===== config.mk =====
export PLATFORM = sky130hd
export DESIGN_NAME = windowed_mad_outlier_clamp
export DESIGN_NICKNAME = d
export VERILOG_FILES = /design/src/wmoc_pkg.sv /design/src/wmoc_ctrl.sv /design/src/wmoc_dp.sv /design/src/windowed_mad_outlier_clamp.sv
export SDC_FILE = /design/constraint.sdc
export NUM_CORES = 2
export LEC_CHECK = 0
export BUFFER_PORTS_ARGS = -buffer_cell sky130_fd_sc_hd__buf_2
export CORE_MARGIN = 8
export CORE_UTILIZATION = 30
export CTS_CLUSTER_SIZE = 10
export DETAILED_ROUTE_END_ITERATION = 8
export HOLD_SLACK_MARGIN = 0.03
export PLACE_DENSITY = 0.4
export SYNTH_ARGS = -nofsm -noshare
export SYNTH_HDL_FRONTEND = slang
export SYNTH_HIERARCHICAL = 1
export SYNTH_SLANG_ARGS = --single-unit

===== constraint.sdc =====
create_clock -name clk_i -period 13.88 [get_ports clk_i]
set_input_delay 0 -clock clk_i [delete_from_list [all_inputs] [get_ports clk_i]]
set_output_delay 0 -clock clk_i [all_outputs]
set_load 0.03 [all_outputs]

===== src/wmoc_pkg.sv =====
// Package with shared constants and controller/datapath interface types.
`timescale 1ns / 1ps
package wmoc_pkg;

  localparam int RECENT_DEPTH = 15;
  localparam int MIN_SAMPLES  = 6;
  localparam int IDX_W        = 4;
  localparam int CNT_W        = 4;
  localparam int SORT_W       = 19;

  localparam logic signed [SORT_W-1:0] SORT_PAD = {1'b0, {(SORT_W-1){1'b1}}};
  localparam logic [SORT_W-1:0] MAD_FLOOR_Q = 19'd3277;
  localparam logic [14:0] TIGHT_COEF = 15'd22938;
  localparam logic signed [15:0] SCORE_ONE = 16'sd16384;

  typedef struct packed {
    logic capture;
    logic load_vals;
    logic load_devs;
    logic sort_step;
    logic sort_odd;
    logic med_a;
    logic med_b;
    logic mad_a;
    logic mad_b;
    logic tight;
    logic span;
    logic bound;
    logic pull;
    logic write;
    logic prune;
    logic emit;
  } cmd_t;

  typedef struct packed {
    logic enough;
    logic drop;
    logic out_free;
  } stat_t;

endpackage


===== src/wmoc_ctrl.sv =====
// Controller state machine that sequences one transaction through the datapath.
`timescale 1ns / 1ps
module wmoc_ctrl
  import wmoc_pkg::*;
(
  input  logic  clk_i,
  input  logic  rst_ni,
  input  logic  in_valid_i,
  input  stat_t stat_i,
  output cmd_t  cmd_o,
  output logic  in_stall_o
);

  localparam logic [3:0] S_IDLE  = 4'd0;
  localparam logic [3:0] S_LOADV = 4'd1;
  localparam logic [3:0] S_SORTV = 4'd2;
  localparam logic [3:0] S_MEDA  = 4'd3;
  localparam logic [3:0] S_MEDB  = 4'd4;
  localparam logic [3:0] S_LOADD = 4'd5;
  localparam logic [3:0] S_SORTD = 4'd6;
  localparam logic [3:0] S_MADA  = 4'd7;
  localparam logic [3:0] S_MADB  = 4'd8;
  localparam logic [3:0] S_TIGHT = 4'd9;
  localparam logic [3:0] S_SPAN  = 4'd10;
  localparam logic [3:0] S_BOUND = 4'd11;
  localparam logic [3:0] S_PULL  = 4'd12;
  localparam logic [3:0] S_WRITE = 4'd13;
  localparam logic [3:0] S_PRUNE = 4'd14;
  localparam logic [3:0] S_DONE  = 4'd15;

  localparam logic [IDX_W-1:0] LAST_PASS = IDX_W'(RECENT_DEPTH - 1);

  logic [3:0]       state_q, state_d;
  logic [IDX_W-1:0] pass_q, pass_d;

  always_comb begin
    cmd_o   = '0;
    state_d = state_q;
    pass_d  = pass_q;
    unique case (state_q)
      S_IDLE: begin
        if (in_valid_i) begin
          cmd_o.capture = 1'b1;
          state_d = stat_i.enough ? S_LOADV : S_WRITE;
        end
      end
      S_LOADV: begin
        cmd_o.load_vals = 1'b1;
        pass_d  = '0;
        state_d = S_SORTV;
      end
      S_SORTV: begin
        cmd_o.sort_step = 1'b1;
        cmd_o.sort_odd  = pass_q[0];
        if (pass_q == LAST_PASS) state_d = S_MEDA;
        else pass_d = pass_q + 1'b1;
      end
      S_MEDA: begin
        cmd_o.med_a = 1'b1;
        state_d = S_MEDB;
      end
      S_MEDB: begin
        cmd_o.med_b = 1'b1;
        state_d = S_LOADD;
      end
      S_LOADD: begin
        cmd_o.load_devs = 1'b1;
        pass_d  = '0;
        state_d = S_SORTD;
      end
      S_SORTD: begin
        cmd_o.sort_step = 1'b1;
        cmd_o.sort_odd  = pass_q[0];
        if (pass_q == LAST_PASS) state_d = S_MADA;
        else pass_d = pass_q + 1'b1;
      end
      S_MADA: begin
        cmd_o.mad_a = 1'b1;
        state_d = S_MADB;
      end
      S_MADB: begin
        cmd_o.mad_b = 1'b1;
        state_d = S_TIGHT;
      end
      S_TIGHT: begin
        cmd_o.tight = 1'b1;
        state_d = S_SPAN;
      end
      S_SPAN: begin
        cmd_o.span = 1'b1;
        state_d = S_BOUND;
      end
      S_BOUND: begin
        cmd_o.bound = 1'b1;
        state_d = S_PULL;
      end
      S_PULL: begin
        cmd_o.pull = 1'b1;
        state_d = S_WRITE;
      end
      S_WRITE: begin
        cmd_o.write = 1'b1;
        state_d = S_PRUNE;
      end
      S_PRUNE: begin
        if (stat_i.drop) cmd_o.prune = 1'b1;
        else state_d = S_DONE;
      end
      S_DONE: begin
        if (stat_i.out_free) begin
          cmd_o.emit = 1'b1;
          state_d = S_IDLE;
        end
      end
      default: state_d = S_IDLE;
    endcase
  end

  assign in_stall_o = (state_q != S_IDLE);

  always_ff @(posedge clk_i or negedge rst_ni) begin
    if (!rst_ni) begin
      state_q <= S_IDLE;
      pass_q  <= '0;
    end else begin
      state_q <= state_d;
      pass_q  <= pass_d;
    end
  end

endmodule


===== src/wmoc_dp.sv =====
// Datapath: sample rings, sort array, median and bound arithmetic, output register.
`timescale 1ns / 1ps
module wmoc_dp
  import wmoc_pkg::*;
(
  input  logic                clk_i,
  input  logic                rst_ni,
  input  cmd_t                cmd_i,
  output stat_t               stat_o,
  input  logic                cfg_we_i,
  input  logic [15:0]         cfg_wdata_i,
  input  logic signed [15:0]  raw_score_i,
  input  logic [16:0]         confidence_i,
  input  logic [31:0]         timestamp_s_i,
  input  logic                out_stall_i,
  output logic                out_valid_o,
  output logic signed [15:0]  adjusted_score_o,
  output logic [16:0]         sample_weight_o,
  output logic                outlier_hit_o,
  output logic [3:0]          recent_count_o
);

  logic [15:0]              window_q;
  logic signed [15:0]       score_q [RECENT_DEPTH];
  logic [31:0]              time_q  [RECENT_DEPTH];
  logic [CNT_W-1:0]         vc_q;
  logic [IDX_W-1:0]         head_q;
  logic signed [SORT_W-1:0] sort_q [RECENT_DEPTH];
  logic signed [SORT_W-1:0] sort_d [RECENT_DEPTH];

  logic signed [15:0]       s_q, adj_q;
  logic [16:0]              conf_q, weight_q, t16_q;
  logic [31:0]              now_q;
  logic                     hit_q;
  logic signed [SORT_W-1:0] a_q;
  logic signed [17:0]       m2_q;
  logic [SORT_W-1:0]        mad_q;
  logic [36:0]              prod_q;
  logic signed [23:0]       lo_q, hi_q;

  logic                     out_valid_q;
  logic signed [15:0]       out_adj_q;
  logic [16:0]              out_w_q;
  logic                     out_hit_q;
  logic [3:0]               out_cnt_q;

  // Input conditioning.
  logic signed [15:0] s_c;
  logic [16:0]        conf_c;
  logic [17:0]        w3;
  always_comb begin
    if (raw_score_i > SCORE_ONE) s_c = SCORE_ONE;
    else if (raw_score_i < -SCORE_ONE) s_c = -SCORE_ONE;
    else s_c = raw_score_i;
    conf_c = (confidence_i > 17'd65536) ? 17'd65536 : confidence_i;
    w3 = {1'b0, conf_c} + {conf_c, 1'b0} + 18'd2;
  end

  // Which ring slots hold one of the newest vc_q samples.
  logic [RECENT_DEPTH-1:0] slot_ok;
  always_comb begin
    logic [IDX_W:0] rank;
    for (int i = 0; i < RECENT_DEPTH; i++) begin
      rank = {1'b0, head_q} + (IDX_W+1)'(RECENT_DEPTH - 1 - i);
      if (rank >= (IDX_W+1)'(RECENT_DEPTH)) rank = rank - (IDX_W+1)'(RECENT_DEPTH);
      slot_ok[i] = (rank < (IDX_W+1)'(vc_q));
    end
  end

  // Sort array: load, and odd-even transposition steps.
  always_comb begin
    logic signed [SORT_W-1:0] dv;
    dv = '0;
    for (int i = 0; i < RECENT_DEPTH; i++) sort_d[i] = sort_q[i];
    if (cmd_i.load_vals) begin
      for (int i = 0; i < RECENT_DEPTH; i++)
        sort_d[i] = slot_ok[i] ? SORT_W'(score_q[i]) : SORT_PAD;
    end else if (cmd_i.load_devs) begin
      for (int i = 0; i < RECENT_DEPTH; i++) begin
        dv = (SORT_W'(score_q[i]) <<< 1) - SORT_W'(m2_q);
        if (dv < 0) dv = -dv;
        sort_d[i] = slot_ok[i] ? dv : SORT_PAD;
      end
    end else if (cmd_i.sort_step) begin
      for (int i = 0; i < RECENT_DEPTH - 1; i++) begin
        if ((i % 2) == int'(cmd_i.sort_odd) && sort_q[i] > sort_q[i+1]) begin
          sort_d[i]   = sort_q[i+1];
          sort_d[i+1] = sort_q[i];
        end
      end
    end
  end

  logic [IDX_W-1:0]         idx_a, idx_b;
  logic signed [SORT_W-1:0] sel_a, sel_b;
  logic [SORT_W-1:0]        mad_sum;
  assign idx_a   = IDX_W'((vc_q - 1'b1) >> 1);
  assign idx_b   = IDX_W'(vc_q >> 1);
  assign sel_a   = sort_q[idx_a];
  assign sel_b   = sort_q[idx_b];
  assign mad_sum = SORT_W'(a_q + sel_b);

  // Bound arithmetic.
  logic [16:0]        inv_c;
  logic [31:0]        tp, tr;
  logic [19:0]        mad3;
  logic [20:0]        span;
  logic signed [23:0] m4, s4, b4, px, pr;
  logic signed [15:0] pull_adj;
  always_comb begin
    inv_c = 17'd65536 - conf_q;
    tp    = 32'(inv_c) * 32'(TIGHT_COEF);
    tr    = (tp + 32'd32768) >> 16;
    mad3  = 20'(mad_q) + {mad_q, 1'b0};
    span  = 21'((prod_q + 37'd32768) >> 16);
    m4    = 24'(m2_q) <<< 1;
    s4    = 24'(s_q) <<< 2;
    b4    = (s4 < lo_q) ? lo_q : hi_q;
    px    = b4 + (b4 <<< 1) + m4;
    pr    = (px + 24'sd8) >>> 4;
    if (pr > 24'sd16384) pull_adj = SCORE_ONE;
    else if (pr < -24'sd16384) pull_adj = -SCORE_ONE;
    else pull_adj = 16'(pr);
  end

  // Pruning check against the oldest held sample.
  logic [IDX_W:0]   old_sum;
  logic [IDX_W-1:0] old_idx;
  logic [31:0]      old_t, age;
  always_comb begin
    old_sum = {1'b0, head_q} + (IDX_W+1)'(RECENT_DEPTH) - (IDX_W+1)'(vc_q);
    if (old_sum >= (IDX_W+1)'(RECENT_DEPTH)) old_sum = old_sum - (IDX_W+1)'(RECENT_DEPTH);
    old_idx = old_sum[IDX_W-1:0];
    old_t   = time_q[old_idx];
    age     = (now_q >= old_t) ? now_q - old_t : 32'd0;
  end

  assign stat_o.enough   = (vc_q >= CNT_W'(MIN_SAMPLES));
  assign stat_o.drop     = (vc_q != '0) && (age > 32'(window_q));
  assign stat_o.out_free = !out_valid_q || !out_stall_i;

  // Payload registers.
  always_ff @(posedge clk_i) begin
    for (int i = 0; i < RECENT_DEPTH; i++) sort_q[i] <= sort_d[i];
    if (cmd_i.capture) begin
      s_q      <= s_c;
      adj_q    <= s_c;
      hit_q    <= 1'b0;
      conf_q   <= conf_c;
      now_q    <= timestamp_s_i;
      weight_q <= 17'd16384 + 17'(w3 >> 2);
    end
    if (cmd_i.med_a || cmd_i.mad_a) a_q <= sel_a;
    if (cmd_i.med_b) m2_q <= 18'(a_q + sel_b);
    if (cmd_i.mad_b) mad_q <= (mad_sum < MAD_FLOOR_Q) ? MAD_FLOOR_Q : mad_sum;
    if (cmd_i.tight) t16_q <= 17'd65536 - 17'(tr);
    if (cmd_i.span) prod_q <= 37'(mad3) * 37'(t16_q);
    if (cmd_i.bound) begin
      lo_q <= m4 - $signed({3'b000, span});
      hi_q <= m4 + $signed({3'b000, span});
    end
    if (cmd_i.pull && (s4 < lo_q || s4 > hi_q)) begin
      hit_q <= 1'b1;
      adj_q <= pull_adj;
    end
    if (cmd_i.write) begin
      score_q[head_q] <= adj_q;
      time_q[head_q]  <= now_q;
    end
    if (cmd_i.emit) begin
      out_adj_q <= adj_q;
      out_w_q   <= weight_q;
      out_hit_q <= hit_q;
      out_cnt_q <= 4'(vc_q);
    end
  end

  // Control registers.
  always_ff @(posedge clk_i or negedge rst_ni) begin
    if (!rst_ni) begin
      window_q    <= 16'd300;
      vc_q        <= '0;
      head_q      <= '0;
      out_valid_q <= 1'b0;
    end else begin
      if (cfg_we_i) window_q <= cfg_wdata_i;
      if (cmd_i.write) begin
        head_q <= (head_q == IDX_W'(RECENT_DEPTH - 1)) ? '0 : head_q + 1'b1;
        if (vc_q < CNT_W'(RECENT_DEPTH)) vc_q <= vc_q + 1'b1;
      end else if (cmd_i.prune) begin
        vc_q <= vc_q - 1'b1;
      end
      if (cmd_i.emit) out_valid_q <= 1'b1;
      else if (!out_stall_i) out_valid_q <= 1'b0;
    end
  end

  assign out_valid_o      = out_valid_q;
  assign adjusted_score_o = out_adj_q;
  assign sample_weight_o  = out_w_q;
  assign outlier_hit_o    = out_hit_q;
  assign recent_count_o   = out_cnt_q;

endmodule


===== src/windowed_mad_outlier_clamp.sv =====
// Top level of the windowed median/MAD outlier clamp.
// Usage: each input transaction carries a Q2.14 score, a Q1.16 confidence and a
// timestamp in seconds. The block returns exactly one output transaction per
// input transaction with the adjusted score, the sample weight, an outlier flag
// and the number of in-window samples still held.
// With fewer than six held samples the history write and pruning follow the
// input transaction directly. Otherwise the held samples are sorted twice by
// an odd-even transposition network of 15 passes (once for the median, once for
// the absolute deviations), followed by a short bound and pull sequence. Every
// aged-out sample is dropped in its own prune step (up to 14, since the new
// sample always stays). One transaction is in the datapath at a time;
// in_stall_o is high from the accepting edge until the result moves to the
// output register, and the next input transaction is taken in the idle state
// that follows.
// The result waits in an output register: while the receiver holds out_stall_i
// high the result stays stable and the block still accepts and works on the
// next input transaction, then holds it with in_stall_o high until the waiting
// result leaves.
// The window register is written by cfg_we_i/cfg_wdata_i and resets to 300.
// Reset empties the sample history and clears the output valid.
`timescale 1ns / 1ps
module windowed_mad_outlier_clamp
  import wmoc_pkg::*;
(
  input  logic               clk_i,
  input  logic               rst_ni,
  input  logic               cfg_we_i,
  input  logic [15:0]        cfg_wdata_i,
  input  logic               in_valid_i,
  output logic               in_stall_o,
  input  logic signed [15:0] raw_score_i,
  input  logic [16:0]        confidence_i,
  input  logic [31:0]        timestamp_s_i,
  output logic               out_valid_o,
  input  logic               out_stall_i,
  output logic signed [15:0] adjusted_score_o,
  output logic [16:0]        sample_weight_o,
  output logic               outlier_hit_o,
  output logic [3:0]         recent_count_o
);

  // Commands from the controller and status back from the datapath.
  cmd_t  cmd;
  stat_t stat;

  wmoc_ctrl u_ctrl (
    .clk_i      (clk_i),
    .rst_ni     (rst_ni),
    .in_valid_i (in_valid_i),
    .stat_i     (stat),
    .cmd_o      (cmd),
    .in_stall_o (in_stall_o)
  );

  wmoc_dp u_dp (
    .clk_i            (clk_i),
    .rst_ni           (rst_ni),
    .cmd_i            (cmd),
    .stat_o           (stat),
    .cfg_we_i         (cfg_we_i),
    .cfg_wdata_i      (cfg_wdata_i),
    .raw_score_i      (raw_score_i),
    .confidence_i     (confidence_i),
    .timestamp_s_i    (timestamp_s_i),
    .out_stall_i      (out_stall_i),
    .out_valid_o      (out_valid_o),
    .adjusted_score_o (adjusted_score_o),
    .sample_weight_o  (sample_weight_o),
    .outlier_hit_o    (outlier_hit_o),
    .recent_count_o   (recent_count_o)
  );

endmodule

# After elaboration in Yosys (flattened, before gate mapping)
# Memory sizes are Yosys's and may differ from the RTL's. A register that Yosys moved wholly into a read port is not among the register bits.
# Cells that the tools add are included.
# word_totals
ramBits	1005
out_inout_bits	40
register_bits	309
inputBits	86
word_cells	369
n_memories	3
# classes
n_addsub	81
n_reduce_logical	32
n_mul	2
eq_ne	25
n_lt_le_gt_ge	72
mux	131
bitwise	1
# memory_table
memory	words	width	read_ports	rd_clocked_by_memory_dff	wr	line_no	text
u_dp.time_q	15	32	1	0	1	wmoc_dp.sv:25	logic [31:0] time_q [RECENT_DEPTH];
u_dp.sort_q	15	19	17	1	15	wmoc_dp.sv:28	logic signed [SORT_W-1:0] sort_q [RECENT_DEPTH];
u_dp.score_q	15	16	15	0	1	wmoc_dp.sv:24	logic signed [15:0] score_q [RECENT_DEPTH];
# op_table
cell	n
$mux 38	23
$mux 19	45
$mux 285	3
$lt 19x1->1 const B	15
$neg 19->19	15
$sub 17x18->19	15
$gt 19x19->1	14
$mux 16	6
$ge 5x4->1 const B	15
$lt 5x4->1	15
$mux 5	15
$sub 5x4->5 const B	14
$pmux 4 s16	1
$mux 4	12
$add 4x4->5 const B	8
$eq 4x4->1 const B	10
$add 37x16->37 const B	1
$mul 20x17->37	1
$add 32x16->32 const B	1
$ge 32x32->1	1
$gt 32x16->1	1
$mux 32	1
$sub 32x32->32	1
$mul 17x14->31 const B	1
51 further kinds	110

# Longest topological paths before layout
# logic_depth
depth_word	31
depth_mapped	52
ltp_nobuf	47

# Modules after synthesis
# The synthesis kept the hierarchy.
# modules_own_cells
mod	n_inst	area_each_um2	cells_each	seq_area_each_um2
wmoc_dp	1	106096.8	10307	39117.5
wmoc_ctrl	1	641.9	76	200.2

# Least setup slack after synthesis
# Ideal clock, no wire load.
# synth_path
path_kind	reg-to-reg
startpoint	reg u_dp.vc_q[1]
endpoint	reg u_dp.vc_q[2]
t_arrival_ps	10061
path_buffers	5
path_slack_ps	3654
setup_ps	166
path_stages_with_launch	50
path_cell_list	dfrtp_1 clkbuf_1 inv_2 buf_1 ha_1 a21o_1 a21oi_1 xnor2_1 o211ai_1 nand2_1 xor2_1 buf_1 buf_1 mux4_2 nand2_1 nand3_1 o21ai_0 ha_1 (+14 left out) nor2b_1 o21a_1 o21a_1 o21ai_0 a21oi_1 o21ai_0 o2111ai_1 nor3_1 nand4_1 or3_1 nor4_1 a221oi_1 nand3b_1 nor2_1 nor2_1 a41o_1 nor2_1 xnor2_1
# synth_rtl
item	line_no	text
from (decl)	wmoc_dp.sv:26	logic [CNT_W-1:0] vc_q;
from (signal assigned)	wmoc_dp.sv:189	if (vc_q < CNT_W'(RECENT_DEPTH)) vc_q <= vc_q + 1'b1;
from (signal assigned)	wmoc_dp.sv:191	vc_q <= vc_q - 1'b1;

==> run metrics <==
EDFF count, synth=1281; Final ANT Viol Nets=0; number of max-slew violations in the final report=0; DRT iter0 DRCs=7827; overall routed net length=424 mm; Initial Util=30.1%; fin crit period=12320 ps; IO Port Bufs=125; share of layout cells above drive strength 1=8.59%; Slew HR=19.4%; CP Capture Type=register; sequential share of the synthesized area=36.8%; largest net degree at the start of global routing=141; most common cell after layout, fill and taps aside=edfxtp_1; vias in the first global route=84820; RSZ-0062 raised after global routing=false; Worst EP arrival=13020 ps; total CTS buffers=177; Synth Instances=10383; initial antenna violation count=36; outcome=finished, final reports clean; WS Path Type=reg -> reg; fin crit share=88.7%; yosys warns=6; Least-Margin Pin Slew=1210 ps; startpoint types=register; most frequent cells in the layout=edfxtp_1 (1281), ha_1 (1099), inv_1 (1017); setup_tns=0 ps; CTS tree=yes; I/O Pins=126; Netlist cell types=107; Post-CTS Resized=0; CTS Buffer Depth=4; CP Data Required Time=14580 ps; nets@finish=12270; net count after synthesis=11956; maximum level of the CTS H-tree=4; Placeable Area=355000 µm²; overall routing resource usage=21.9%; endpoints failing setup=0; Hold Fails Final Rpt=0; drt drc=0; area grow syn2layout=13.5%; Overflow after GRT=0; Worst-Skew Late Latency=920 ps; Root Driver=clkbuf_16; Initial DRT Pass Iterations=6; via count=85517; area of the die=375000 µm²; Max FO, Critical Path=21; num rows=219; Slowest cell on crit path=xor2_4; Die Ht=612 µm; ys async rst share=2.51%; Sink Count=1315; Die Wd=612 µm; Vias/cell=5.48; CP peak stage delay=780 ps; first-pass GRT wire length=607 mm; clk_skew=78.4 ps; RePlAce Congestion=0.893; CTS clock-pin slew for the worst setup and hold paths=50 ps; synthesized area per cell=10.3 µm²; top_reg_cell synth=edfxtp_1; WL per Instance=27.2 µm; R2R setup slack=1560 ps; Post-DP HPWL=301 mm; Max Clock Freq=0.0812 GHz; Seq cells post-synth=1315; Hold Path Class=in -> reg; max cap viols=0; Syn Std Cell Area=107000 µm²; setup bufs post-CTS=0
worst paths after layout:
| path | start | endpoint | depth (start not counted) |
|---|---|---|---|
| min reg2reg | u_dp/weight_q[12] | u_dp/sample_weight_o[12] | 0 |
| max in group asynchronous | rst_ni | u_dp/vc_q[2] | 4 |
| min in group asynchronous | rst_ni | u_dp/window_q[15] | 4 |
| max reg2reg | u_dp/vc_q[0] | u_dp/vc_q[2] | 46 |
| max | u_dp/vc_q[0] | u_dp/vc_q[2] | 46 |
| min | raw_score_i[10] | u_dp/s_q[10] | 3 |
metal layers:
| metal | share of wire, % | GRT usage, % | vias to the layer above | wire (µm) |
|---|---|---|---|---|
| met4 | 3.5 | 7.33 | 0 | 14700 |
| met2 | 44 | 34.3 | 3147 | 187000 |
| met1 | 46 | 30.8 | 43111 | 193000 |
| met5 | 0 | 0 | - | 0 |
| met3 | 6.7 | 3.44 | 602 | 28400 |
| li1 | - | - | 38657 | - |
metrics by stage:
| step | util, % | hold WS (ps) | instances | setup WS [ps] | instance area (µm²) |
|---|---|---|---|---|---|
| after CTS | 34.1 | 39.8 | 15575 | 1360 | 121000 |
| after global placement | 32.0 | 176 | 15083 | 1700 | 114000 |
| after floorplan | - | -296 | 10383 | 3650 | 107000 |
| after detailed placement | 32.0 | 178 | 15083 | 1400 | 114000 |
| after global routing | 34.1 | 88.4 | 15578 | 571 | 121000 |
| final | 34.1 | 144 | 15603 | 1560 | 121000 |
synthesized netlist by cell type, types with 213 or more instances:
master | instances | area share, %
o21ai_0 | 675 | 3.2
ha_1 | 1100 | 13
nand2_1 | 756 | 2.7
xnor2_1 | 413 | 3.4
nor2_1 | 632 | 2.2
a21oi_1 | 651 | 3.1
clkbuf_1 | 323 | 1.1
edfxtp_1 | 1281 | 36
inv_1 | 1035 | 3.6
fa_1 | 387 | 7.3
nor3_1 | 213 | 1.0
xor2_1 | 243 | 2.0
worst max-delay path, delay by kind of cell (launching register included):
family,cells,cell delay (ps)
buffers and inverters,4,950
and+or+nand+nor,13,2630
DFF,1,720
muxes,1,510
adders and majority gates,4,1260
AOI/OAI and AO/OA,21,4660
xor gates and xnor gates,3,1400
logic make-up (layout without fill, tap and decap cells):
group / Yosys count / in the layout / synth area share [%]
and+or+nand+nor: 2667 / 2667 / 12.2
AOI/OAI and AO/OA: 2585 / 2585 / 15.9
adders and majority gates: 1487 / 1487 / 20.2
buffers and inverters: 1406 / 1847 / 4.98
DFF: 1315 / 1315 / 36.8
xor gates and xnor gates: 658 / 658 / 5.41
muxes: 265 / 265 / 4.55
other: 0 / 28 / 0
registers in the layout, indices dropped and copies added, names as in the netlist, 16 cells and up:
register / count
u_dp/conf_q: 17
u_dp/s_q: 16
u_dp/hi_q: 22
u_dp/adj_q: 16
u_dp/now_q: 32
u_dp/lo_q: 23
u_dp/window_q: 16
u_dp/m2_q: 18
u_dp/sort_q: 285
u_dp/a_q: 19
u_dp/time_q: 480
u_dp/adjusted_score_o: 16
u_dp/prod_q: 22
u_dp/sample_weight_o: 17
u_dp/t16_q: 17
u_dp/score_q: 240
u_dp/mad_q: 19
u_dp/weight_q: 17
final cells by class:
| type | count | area [µm²] |
|---|---|---|
| diodes | 28 | 70.1 |
| repair buffers | 504 | 3950 |
| multi-input cells | 7662 | 62500 |
| well taps | 4751 | 5940 |
| clock inverters | 68 | 638 |
| inverters | 1037 | 3890 |
| clock buffers | 238 | 4780 |
| flip-flops and latches | 1315 | 39300 |
| fillers | 35866 | 234000 |
timing repair:
item	4_1_cts	5_1_grt
hold buffers	186	0
endpoints found under the hold margin	140	0
setup endpoints to repair	0	0
Power is not shown: default switching activity piles up to over one toggle a cycle in this logic, so the estimate is an artifact.
